### src/hw/rtl/button_debounce_long_press_repeat_assert.svh
// ----------------------------------------------------------------------------
// button debounce assertion macros
// concurrent checks that compile away when SYNTHESIS is defined
// ----------------------------------------------------------------------------
`ifndef BUTTON_DEBOUNCE_LONG_PRESS_REPEAT_ASSERT_SVH
`define BUTTON_DEBOUNCE_LONG_PRESS_REPEAT_ASSERT_SVH
`ifndef SYNTHESIS
// generic check, clocked on clk and held off during reset
`define BDLP_CHECK(lbl, prop) \
    lbl: assert property (@(posedge clk) disable iff (!rst_n) prop) \
        else $error("bdlp check failed");
// check that applies to every result beat on offer
`define BDLP_CHECK_OUT(lbl, cond) \
    `BDLP_CHECK(lbl, out_valid |-> (cond))
`else
`define BDLP_CHECK(lbl, prop)
`define BDLP_CHECK_OUT(lbl, cond)
`endif
`endif

### src/hw/rtl/bdlp_pkg.sv
// ----------------------------------------------------------------------------
// bdlp_pkg
// shared widths, codes, reset values and types of the button debounce block
// ----------------------------------------------------------------------------
`timescale 1ns / 1ps

package bdlp_pkg;

    localparam int CODE_W     = 8;
    localparam int TIME_W     = 32;
    localparam int THR_BITS   = 10;
    localparam int FRAC_BITS  = 14;
    localparam int DELAY_W    = 30;
    localparam int MS_W       = 16;
    localparam int COUNT_W    = 5;
    localparam int LOW_W      = 60;
    localparam int HIGH_W     = 30;
    localparam int CFG_DATA_W = 60;
    localparam int CFG_IDX_W  = 3;

    localparam logic [CODE_W-1:0]  CODE_NONE    = '0;
    localparam logic [CODE_W-1:0]  CODE_PRESSED = 8'hFF;
    localparam logic [DELAY_W-1:0] DELAY_MAX    = '1;

    localparam logic               RESET_BOOL_MODE = 1'b1;
    localparam logic [THR_BITS-1:0] RESET_BOOL_THR = 10'd512;
    localparam logic [MS_W-1:0]    RESET_DEBOUNCE  = 16'd50;
    localparam logic [MS_W-1:0]    RESET_FIRST     = 16'd1000;
    localparam logic [MS_W-1:0]    RESET_FLOOR     = 16'd100;
    localparam logic [MS_W-1:0]    RESET_FACTOR    = 16'd12288;

    typedef enum logic [CFG_IDX_W-1:0] {
        CFG_BOOL_MODE   = 3'd0,
        CFG_BOOL_THR    = 3'd1,
        CFG_LADDER_LOW  = 3'd2,
        CFG_LADDER_HIGH = 3'd3,
        CFG_DEBOUNCE    = 3'd4,
        CFG_LP_FIRST    = 3'd5,
        CFG_LP_FLOOR    = 3'd6,
        CFG_LP_FACTOR   = 3'd7
    } cfg_idx_e;

    typedef struct packed {
        logic                bool_mode;
        logic [THR_BITS-1:0] bool_threshold;
        logic [HIGH_W-1:0]   ladder_high;
        logic [LOW_W-1:0]    ladder_low;
    } front_cfg_t;

    typedef struct packed {
        logic [MS_W-1:0] debounce_ms;
        logic [MS_W-1:0] first_ms;
        logic [MS_W-1:0] floor_ms;
        logic [MS_W-1:0] factor;
    } back_cfg_t;

    typedef struct packed {
        logic [CODE_W-1:0] code;
        logic [TIME_W-1:0] now_ms;
    } queue_item_t;

    typedef struct packed {
        logic full;
        logic empty;
    } queue_status_t;

endpackage

### src/hw/rtl/bdlp_front.sv
// ----------------------------------------------------------------------------
// bdlp_front
// takes input beats, classifies the sample to a button code, feeds the queue
// ----------------------------------------------------------------------------
`timescale 1ns / 1ps

module bdlp_front
    import bdlp_pkg::*;
#(
    parameter int LADDER_LEVELS = 9,
    parameter int SAMPLE_BITS   = 10
)
(
    input  logic                   clk,
    input  logic                   rst_n,
    input  front_cfg_t             cfg,
    input  logic                   in_valid,
    output logic                   in_stall,
    input  logic [SAMPLE_BITS-1:0] sample,
    input  logic [TIME_W-1:0]      now_ms,
    input  queue_status_t          q_status,
    output logic                   q_push,
    output queue_item_t            q_item
);

    localparam int CMP_W = (SAMPLE_BITS > THR_BITS) ? SAMPLE_BITS : THR_BITS;

    logic                       stage_valid_reg;
    logic                       stage_valid_next;
    queue_item_t                stage_item_reg;
    logic                       accept;
    logic [CMP_W-1:0]           sample_ext;
    logic [HIGH_W+LOW_W-1:0]    all_thr;
    logic [CODE_W-1:0]          code;

    assign sample_ext = CMP_W'(sample);
    assign all_thr    = {cfg.ladder_high, cfg.ladder_low};

    // boolean mode: pressed below the threshold; ladder: first threshold that the sample does not exceed
    always_comb
    begin
        if (cfg.bool_mode)
        begin
            code = (sample_ext >= CMP_W'(cfg.bool_threshold)) ? CODE_NONE : CODE_PRESSED;
        end
        else
        begin
            code = CODE_W'(LADDER_LEVELS);
            for (int i = LADDER_LEVELS - 1; i >= 0; i--)
            begin
                if (sample_ext <= CMP_W'(all_thr[THR_BITS*i +: THR_BITS]))
                begin
                    code = CODE_W'(i);
                end
            end
        end
    end

    assign in_stall = stage_valid_reg && q_status.full;
    assign accept   = in_valid && !in_stall;
    assign q_push   = stage_valid_reg && !q_status.full;
    assign q_item   = stage_item_reg;

    always_comb
    begin
        if (accept)
        begin
            stage_valid_next = 1'b1;
        end
        else if (q_push)
        begin
            stage_valid_next = 1'b0;
        end
        else
        begin
            stage_valid_next = stage_valid_reg;
        end
    end

    always_ff @(posedge clk or negedge rst_n)
    begin
        if (!rst_n)
        begin
            stage_valid_reg <= 1'b0;
        end
        else
        begin
            stage_valid_reg <= stage_valid_next;
        end
    end

    always_ff @(posedge clk)
    begin
        if (accept)
        begin
            stage_item_reg.code   <= code;
            stage_item_reg.now_ms <= now_ms;
        end
    end

endmodule

### src/hw/rtl/bdlp_queue.sv
// ----------------------------------------------------------------------------
// bdlp_queue
// short register queue between the classifier and the state update
// ----------------------------------------------------------------------------
`timescale 1ns / 1ps

module bdlp_queue
    import bdlp_pkg::*;
#(
    parameter int DEPTH = 2
)
(
    input  logic          clk,
    input  logic          rst_n,
    input  logic          push,
    input  queue_item_t   push_item,
    input  logic          pop,
    output queue_item_t   head_item,
    output queue_status_t status
);

    localparam int PTR_W = (DEPTH > 1) ? $clog2(DEPTH) : 1;
    localparam int CNT_W = $clog2(DEPTH + 1);

    queue_item_t        entry_reg [DEPTH];
    logic [PTR_W-1:0]   wr_ptr_reg;
    logic [PTR_W-1:0]   wr_ptr_next;
    logic [PTR_W-1:0]   rd_ptr_reg;
    logic [PTR_W-1:0]   rd_ptr_next;
    logic [CNT_W-1:0]   count_reg;
    logic [CNT_W-1:0]   count_next;
    logic               do_push;
    logic               do_pop;

    assign status.full  = (count_reg == CNT_W'(DEPTH));
    assign status.empty = (count_reg == '0);
    assign do_push      = push && !status.full;
    assign do_pop       = pop && !status.empty;
    assign head_item    = entry_reg[rd_ptr_reg];

    always_comb
    begin
        wr_ptr_next = wr_ptr_reg;
        rd_ptr_next = rd_ptr_reg;
        count_next  = count_reg;
        if (do_push)
        begin
            wr_ptr_next = (wr_ptr_reg == PTR_W'(DEPTH - 1)) ? '0 : wr_ptr_reg + 1'b1;
        end
        if (do_pop)
        begin
            rd_ptr_next = (rd_ptr_reg == PTR_W'(DEPTH - 1)) ? '0 : rd_ptr_reg + 1'b1;
        end
        if (do_push && !do_pop)
        begin
            count_next = count_reg + 1'b1;
        end
        else if (do_pop && !do_push)
        begin
            count_next = count_reg - 1'b1;
        end
    end

    always_ff @(posedge clk or negedge rst_n)
    begin
        if (!rst_n)
        begin
            wr_ptr_reg <= '0;
            rd_ptr_reg <= '0;
            count_reg  <= '0;
        end
        else
        begin
            wr_ptr_reg <= wr_ptr_next;
            rd_ptr_reg <= rd_ptr_next;
            count_reg  <= count_next;
        end
    end

    always_ff @(posedge clk)
    begin
        if (do_push)
        begin
            entry_reg[wr_ptr_reg] <= push_item;
        end
    end

endmodule

### src/hw/rtl/bdlp_back.sv
// ----------------------------------------------------------------------------
// bdlp_back
// debounce and long press state update, one queued beat per cycle while the output is not stalled
// ----------------------------------------------------------------------------
`timescale 1ns / 1ps

module bdlp_back
    import bdlp_pkg::*;
#(
    parameter int MAX_REPEATS = 20
)
(
    input  logic                clk,
    input  logic                rst_n,
    input  back_cfg_t           cfg,
    input  queue_status_t       q_status,
    input  queue_item_t         q_item,
    output logic                q_pop,
    output logic                out_valid,
    input  logic                out_stall,
    output logic [CODE_W-1:0]   short_code,
    output logic [CODE_W-1:0]   long_code,
    output logic [COUNT_W-1:0]  repeat_count,
    output logic [CODE_W-1:0]   stable_code
);

    localparam int PROD_W = DELAY_W + MS_W;

    logic [CODE_W-1:0]   last_code_reg,      last_code_next;
    logic [TIME_W-1:0]   change_time_reg,    change_time_next;
    logic [CODE_W-1:0]   debounced_code_reg, debounced_code_next;
    logic [TIME_W-1:0]   debounced_time_reg, debounced_time_next;
    logic [COUNT_W-1:0]  long_count_reg,     long_count_next;
    logic [DELAY_W-1:0]  repeat_delay_reg,   repeat_delay_next;
    logic                out_valid_reg,      out_valid_next;
    logic [CODE_W-1:0]   short_code_reg,     short_code_next;
    logic [CODE_W-1:0]   long_code_reg,      long_code_next;
    logic [COUNT_W-1:0]  repeat_count_reg;
    logic [CODE_W-1:0]   stable_code_reg;

    logic [CODE_W-1:0]   code;
    logic [TIME_W-1:0]   now;
    logic [TIME_W-1:0]   since_change;
    logic [TIME_W-1:0]   since_event;
    logic [MS_W-1:0]     eff_delay;
    logic [PROD_W-1:0]   product;
    logic [TIME_W-1:0]   scaled;
    logic [DELAY_W-1:0]  grown_delay;
    logic                take;

    assign code = q_item.code;
    assign now  = q_item.now_ms;

    // room in the output register, or the waiting beat leaves this cycle
    assign take           = !out_valid_reg || !out_stall;
    assign q_pop          = take && !q_status.empty;
    assign out_valid_next = q_pop || (out_valid_reg && out_stall);

    assign since_change = now - change_time_reg;
    assign since_event  = now - debounced_time_reg;

    always_comb
    begin
        eff_delay = repeat_delay_reg[DELAY_W-1:FRAC_BITS];
        if (eff_delay < cfg.floor_ms)
        begin
            eff_delay = cfg.floor_ms;
        end
    end

    // geometric growth in q2.14, saturated to the delay register range
    assign product     = PROD_W'(repeat_delay_reg) * PROD_W'(cfg.factor);
    assign scaled      = product[FRAC_BITS +: TIME_W];
    assign grown_delay = (|scaled[TIME_W-1:DELAY_W]) ? DELAY_MAX : scaled[DELAY_W-1:0];

    always_comb
    begin
        last_code_next      = last_code_reg;
        change_time_next    = change_time_reg;
        debounced_code_next = debounced_code_reg;
        debounced_time_next = debounced_time_reg;
        long_count_next     = long_count_reg;
        repeat_delay_next   = repeat_delay_reg;
        short_code_next     = CODE_NONE;
        long_code_next      = CODE_NONE;
        if (q_pop)
        begin
            last_code_next = code;
            if (code != last_code_reg)
            begin
                change_time_next = now;
            end
            else if (code != debounced_code_reg)
            begin
                if (since_change > TIME_W'(cfg.debounce_ms))
                begin
                    short_code_next     = (long_count_reg != '0) ? CODE_NONE
                                                                 : debounced_code_reg;
                    debounced_code_next = code;
                    debounced_time_next = now;
                    long_count_next     = '0;
                    repeat_delay_next   = {cfg.first_ms, {FRAC_BITS{1'b0}}};
                end
            end
            else if (debounced_code_reg != CODE_NONE)
            begin
                if (since_event >= TIME_W'(eff_delay))
                begin
                    long_code_next = debounced_code_reg;
                    if (long_count_reg < COUNT_W'(MAX_REPEATS))
                    begin
                        long_count_next   = long_count_reg + 1'b1;
                        repeat_delay_next = grown_delay;
                    end
                    debounced_time_next = now;
                end
            end
        end
    end

    always_ff @(posedge clk or negedge rst_n)
    begin
        if (!rst_n)
        begin
            last_code_reg      <= CODE_NONE;
            change_time_reg    <= '0;
            debounced_code_reg <= CODE_NONE;
            debounced_time_reg <= '0;
            long_count_reg     <= '0;
            repeat_delay_reg   <= {RESET_FIRST, {FRAC_BITS{1'b0}}};
            out_valid_reg      <= 1'b0;
        end
        else
        begin
            last_code_reg      <= last_code_next;
            change_time_reg    <= change_time_next;
            debounced_code_reg <= debounced_code_next;
            debounced_time_reg <= debounced_time_next;
            long_count_reg     <= long_count_next;
            repeat_delay_reg   <= repeat_delay_next;
            out_valid_reg      <= out_valid_next;
        end
    end

    always_ff @(posedge clk)
    begin
        if (q_pop)
        begin
            short_code_reg   <= short_code_next;
            long_code_reg    <= long_code_next;
            repeat_count_reg <= long_count_next;
            stable_code_reg  <= debounced_code_next;
        end
    end

    assign out_valid    = out_valid_reg;
    assign short_code   = short_code_reg;
    assign long_code    = long_code_reg;
    assign repeat_count = repeat_count_reg;
    assign stable_code  = stable_code_reg;

endmodule

### src/hw/rtl/button_debounce_long_press_repeat.sv
// ----------------------------------------------------------------------------
// button_debounce_long_press_repeat
// path from input beat to result beat: classify, queue, update, each one registered
// throughput: 1 beat per cycle while the output is not stalled, set by the state update loop
// reset: state, queue and config cleared to defaults at once, no clearing pass
// ----------------------------------------------------------------------------
`timescale 1ns / 1ps
`include "button_debounce_long_press_repeat_assert.svh"

module button_debounce_long_press_repeat
    import bdlp_pkg::*;
#(
    parameter int MAX_REPEATS   = 20,
    parameter int LADDER_LEVELS = 9,
    parameter int SAMPLE_BITS   = 10
)
(
    input  logic                   clk,
    input  logic                   rst_n,
    input  logic                   cfg_we,
    input  logic [CFG_IDX_W-1:0]   cfg_index,
    input  logic [CFG_DATA_W-1:0]  cfg_data,
    input  logic                   in_valid,
    output logic                   in_stall,
    input  logic [SAMPLE_BITS-1:0] sample,
    input  logic [TIME_W-1:0]      now_ms,
    output logic                   out_valid,
    input  logic                   out_stall,
    output logic [CODE_W-1:0]      short_code,
    output logic [CODE_W-1:0]      long_code,
    output logic [COUNT_W-1:0]     repeat_count,
    output logic [CODE_W-1:0]      stable_code
);

    front_cfg_t    front_cfg_reg;
    back_cfg_t     back_cfg_reg;
    queue_status_t q_status;
    queue_item_t   push_item;
    queue_item_t   head_item;
    logic          q_push;
    logic          q_pop;

    always_ff @(posedge clk or negedge rst_n)
    begin
        if (!rst_n)
        begin
            front_cfg_reg.bool_mode      <= RESET_BOOL_MODE;
            front_cfg_reg.bool_threshold <= RESET_BOOL_THR;
            front_cfg_reg.ladder_low     <= '0;
            front_cfg_reg.ladder_high    <= '0;
            back_cfg_reg.debounce_ms     <= RESET_DEBOUNCE;
            back_cfg_reg.first_ms        <= RESET_FIRST;
            back_cfg_reg.floor_ms        <= RESET_FLOOR;
            back_cfg_reg.factor          <= RESET_FACTOR;
        end
        else if (cfg_we)
        begin
            case (cfg_idx_e'(cfg_index))
                CFG_BOOL_MODE:   front_cfg_reg.bool_mode      <= cfg_data[0];
                CFG_BOOL_THR:    front_cfg_reg.bool_threshold <= cfg_data[THR_BITS-1:0];
                CFG_LADDER_LOW:  front_cfg_reg.ladder_low     <= cfg_data[LOW_W-1:0];
                CFG_LADDER_HIGH: front_cfg_reg.ladder_high    <= cfg_data[HIGH_W-1:0];
                CFG_DEBOUNCE:    back_cfg_reg.debounce_ms     <= cfg_data[MS_W-1:0];
                CFG_LP_FIRST:    back_cfg_reg.first_ms        <= cfg_data[MS_W-1:0];
                CFG_LP_FLOOR:    back_cfg_reg.floor_ms        <= cfg_data[MS_W-1:0];
                CFG_LP_FACTOR:   back_cfg_reg.factor          <= cfg_data[MS_W-1:0];
                default:         ;
            endcase
        end
    end

    bdlp_front #(
        .LADDER_LEVELS (LADDER_LEVELS),
        .SAMPLE_BITS   (SAMPLE_BITS)
    ) u_front (
        .clk      (clk),
        .rst_n    (rst_n),
        .cfg      (front_cfg_reg),
        .in_valid (in_valid),
        .in_stall (in_stall),
        .sample   (sample),
        .now_ms   (now_ms),
        .q_status (q_status),
        .q_push   (q_push),
        .q_item   (push_item)
    );

    bdlp_queue #(
        .DEPTH (2)
    ) u_queue (
        .clk       (clk),
        .rst_n     (rst_n),
        .push      (q_push),
        .push_item (push_item),
        .pop       (q_pop),
        .head_item (head_item),
        .status    (q_status)
    );

    bdlp_back #(
        .MAX_REPEATS (MAX_REPEATS)
    ) u_back (
        .clk          (clk),
        .rst_n        (rst_n),
        .cfg          (back_cfg_reg),
        .q_status     (q_status),
        .q_item       (head_item),
        .q_pop        (q_pop),
        .out_valid    (out_valid),
        .out_stall    (out_stall),
        .short_code   (short_code),
        .long_code    (long_code),
        .repeat_count (repeat_count),
        .stable_code  (stable_code)
    );

    // a fresh result beat only ever follows a cycle with something queued
    `BDLP_CHECK(a_out_from_queue, (out_valid && !$past(out_valid)) |-> $past(!q_status.empty))
    `BDLP_CHECK_OUT(a_count_bound, repeat_count <= COUNT_W'(MAX_REPEATS))
    `BDLP_CHECK_OUT(a_one_event, (short_code == CODE_NONE) || (long_code == CODE_NONE))
    `BDLP_CHECK_OUT(a_short_clears, (short_code == CODE_NONE) || (repeat_count == '0))
    `BDLP_CHECK_OUT(a_long_held, (long_code == CODE_NONE) || (long_code == stable_code))

endmodule

### config.mk
export PLATFORM = sky130hd
export DESIGN_NAME = button_debounce_long_press_repeat
export DESIGN_NICKNAME = d
export VERILOG_FILES = /design/src/hw/rtl/bdlp_pkg.sv /design/src/hw/rtl/bdlp_front.sv /design/src/hw/rtl/bdlp_queue.sv /design/src/hw/rtl/bdlp_back.sv /design/src/hw/rtl/button_debounce_long_press_repeat.sv
export VERILOG_INCLUDE_DIRS = /design/src /design/src/hw/rtl
export SDC_FILE = /design/constraint.sdc
export NUM_CORES = 2
export LEC_CHECK = 0
export BUFFER_PORTS_ARGS = -buffer_cell sky130_fd_sc_hd__buf_2
export CAP_MARGIN = 10
export CORE_MARGIN = 5
export CORE_UTILIZATION = 40
export CTS_CLUSTER_SIZE = 16
export DETAILED_ROUTE_END_ITERATION = 8
export GPL_ROUTABILITY_DRIVEN = 0
export PLACE_DENSITY = 0.61
export SYNTH_ARGS = -nofsm -noshare
export SYNTH_HDL_FRONTEND = slang
export SYNTH_SLANG_ARGS = --single-unit
### constraint.sdc
create_clock -name clk -period 6.6 [get_ports clk]
set_input_delay 0.99 -clock clk [delete_from_list [all_inputs] [get_ports clk]]
set_output_delay 0.99 -clock clk [all_outputs]
set_load 0.1 [all_outputs]
==> flow_summary.ini <==
[outcome]
outcome = complete, but fails checks
violations = setup timing

[logic_synthesis]
synthTopCellsByArea = fa_1 (20%), dfrtp_1 (17%), edfxtp_1 (11%), ha_1 (11%), inv_1 (6.6%)
ys_ff_latch = 423
avgSynthCellArea_um2 = 9.69
postSynth.asyncResetShare_pct = 66.9
synth-seq-area-share_pct = 29.5
synth-edff-count = 140
synthCells = 3952
syn-cell-area_um2 = 38300
synth_top_area_share_pct = 20.4
synth_area_leader_cell = fa_1
synth_fp_nets = 4780
synthFlopType = dfrtp_1
yosysWarnings = 0
yosys.cell_types.count = 83

[timing]
layout_min_cycle_time_ns = 6.64
setup_ws_ns = -0.0399
rsz0062_at_grt = yes
finalSetupViolations = 25
fin_skew_ns = 0.0176
hold_violations = 0
tns_ns = -0.430
relSlewSlack_pct = 23.5
fmax_mhz = 151
worstMarginPinSlew_ns = 1.14
slew_viol_final = 0
hold_ws_ns = 0.326
fin_crit_sh_pct = 101

[die]
dieArea_um2 = 102000
core_area_um2 = 95000
die_x_um = 319
ios = 141
floorplan.initialDensity_pct = 40.3
die_h_um = 319
rows = 113

[layout]
largest_reg_flops = 101
drive_gt1_share_pct = 17.1
syn2layout_area_growth_pct = 15.0
nets = 5006
diodes = 0
post-route-util_pct = 46.4
nFillCells = 8997
final_cells = 5481

[cts]
cts_buffer_depth = 3
insertion_delay_ns = 0.60
cts_max_level = 2
clock-sinks = 423
cts-root-buf = clkbuf_16
cts.clk_slew.worst_paths_ns = 0.07
cts_tree = built
cts_buffers = 46

[detailed_routing]
ant_nets = 0
drc = 0
drt-initial-drc-count = 1579
first_pass_iters = 5
vias_per_cell = 5.10
wl_per_cell_um = 17.7
wl_um = 97300
vias = 28000

[worst_setup_path]
end_kind = flop
crit_family = adder cells
worst_r2r_endpoint = u_back.repeat_delay_reg[10]
cpMostUsedCell = fa_1
cp_slowest_stage_delay_ns = 0.55
worstSetupStartpointType = flop
reg2reg_depth = 26
r2r_slack_ns = -0.04
cp_max_fo = 12
crit_arrival_ns = 7.13
crit_slowest_cell = fa_1
worstSetupPathType = reg -> reg
reg2reg_from = back_cfg_reg[6]
crit_buf_inv = 8
cp.required_ns = 7.09

[min_path]
hold_class = in -> async

[global_route]
grt_max_degree = 115
antenna_found_initial = 2
track_usage_pct = 18.7
grt_pass1_wl_um = 156000
grt_overflow_total = 0
first_global_vias = 28900

[placed_design]
dp_hpwl_um = 74500
io_buffers = 140
place_inst = 5372

[job]
max_cap_violations = 0
worst register-to-register path, cell delays in order, from the launching register on:
cell and delay (ns):
dfrtp_2 0.46, buf_12 0.16, and2_4 0.15, fa_1 0.54
inv_2 0.04, fa_1 0.46, fa_1 0.51, inv_1 0.06
fa_1 0.48, fa_1 0.55, inv_2 0.04, fa_1 0.52
inv_2 0.05, ha_4 0.24, buf_4 0.13, a21oi_1 0.13
o21ai_1 0.20, a22o_1 0.27, o21ai_2 0.26, a21oi_4 0.10
a2bb2oi_4 0.19, a31oi_4 0.18, mux2i_4 0.30, buf_6 0.19
buf_12 0.15, nor2_4 0.04, o22ai_1 0.14
what timing repair did:
item | CTS | global route
cloned | 0 | 7
setup buffers | 3 | 14
hold buffers | 0 | 0
resized for setup | 27 | 84
setup endpoints to repair | 30 | 67
pin swaps | 7 | 36
worst max-delay path by stage:
| stage | to | cells past startpoint | slack, ns | startpoint |
|---|---|---|---|---|
| 6_report | u_back.repeat_delay_reg[10] | 26 | -0.04 | back_cfg_reg[6] |
| 5_1_grt | u_back.repeat_delay_reg[26] | 27 | -0.25 | back_cfg_reg[4] |
| 4_1_cts | u_back.repeat_delay_reg[26] | 24 | 0.003 | u_back.repeat_delay_reg[19] |
| 3_5_place_dp | u_back.repeat_delay_reg[18] | 24 | -0.32 | u_back.repeat_delay_reg[10] |
| 3_3_place_gp | u_back.repeat_delay_reg[16] | 25 | -0.20 | back_cfg_reg[2] |
| 2_1_floorplan | u_back.repeat_delay_reg[18] | 27 | 0.03 | u_back.repeat_delay_reg[22] |
cells by family after synthesis:
kind of cell / count (synthesis) / synth area share (%)
fa+ha+maj: 718 / 31.1
compound gates: 641 / 10.4
simple gates: 1036 / 12.8
flops: 423 / 29.5
buf+inv: 850 / 8.47
mux: 198 / 5.72
xor+xnor: 86 / 1.97
through the flow:
step / cell area [um^2] / setup slack [ns]
2_1_floorplan: 38300 / 0.0286
3_3_place_gp: 41700 / -0.199
3_5_place_dp: 41700 / -0.321
4_1_cts: 43400 / 0.00288
5_1_grt: 44000 / -0.248
6_report: 44000 / -0.0399
cell type report:
type                       instances  area, um^2  area share, %
clock buffer                      57        1250           2.85
clock inverter                    29         309          0.702
inverter                         673        2530           5.74
multi-input combinational       2679       24200           54.9
sequential                       423       11300           25.7
tap                             1265        1580           3.59
timing repair buffer             355        2840           6.45
layer usage:
| layer | global-route usage, % | routed length (um) |
|---|---|---|
| met1 | 26.0 | 44400 |
| met2 | 31.9 | 46700 |
| met3 | 2.11 | 3840 |
| met4 | 4.25 | 2340 |
| met5 | 0 | 21 |
cell usage after synthesis, types with 5 or more instances:
cell       instances
a211oi_1           9
xnor2_1           56
a21oi_1          144
nor2b_1           17
nor3b_1            6
dfrtp_1          261
xor2_1            30
a21boi_0           6
nor3_1            44
or2_2             10
o21ai_0          222
mux2i_1           45
mux2_4             5
ha_1             327
nand4b_1           8
nand3_1           19
a31oi_1           26
a211o_1            5
fa_1             391
and3_1            11
nand4_1           54
o211ai_1          15
o22ai_1           21
dfstp_2           22
nand2_1          514
clkbuf_1         155
nor4_1            19
buf_2              8
or3_1              7
a2111oi_0          5
nor2_1           107
edfxtp_1         140
nand2b_1          12
mux2_2           147
o21a_1            28
buf_1              7
and2_1           194
a21o_1            78
o31ai_1            8
o2111ai_1          5
o21bai_1           9
inv_1            673
placed cells by master, fill, tap and decap left out, types with 18 or more instances in the layout:
cell type  synthesis  routed
inv_1            673     666
nand2_1          514     511
fa_1             391     380
ha_1             327     319
dfrtp_1          261     241
o21ai_0          222     216
and2_1           194     189
buf_4              4     171
mux2_2           147     147
edfxtp_1         140     140
buf_2              8     139
a21oi_1          144     134
nor2_1           107      99
a21o_1            78      78
xnor2_1           56      56
clkbuf_16          0      55
nand4_1           54      54
mux2i_1           45      44
nor3_1            44      41
xor2_1            30      29
buf_12             1      29
o21a_1            28      28
a31oi_1           26      23
dfstp_2           22      22
nand3_1           19      19
dfrtp_2            0      19
nor4_1            19      18
Power is not shown: default switching activity piles up to over one toggle a cycle in this logic, so the estimate is an artifact.
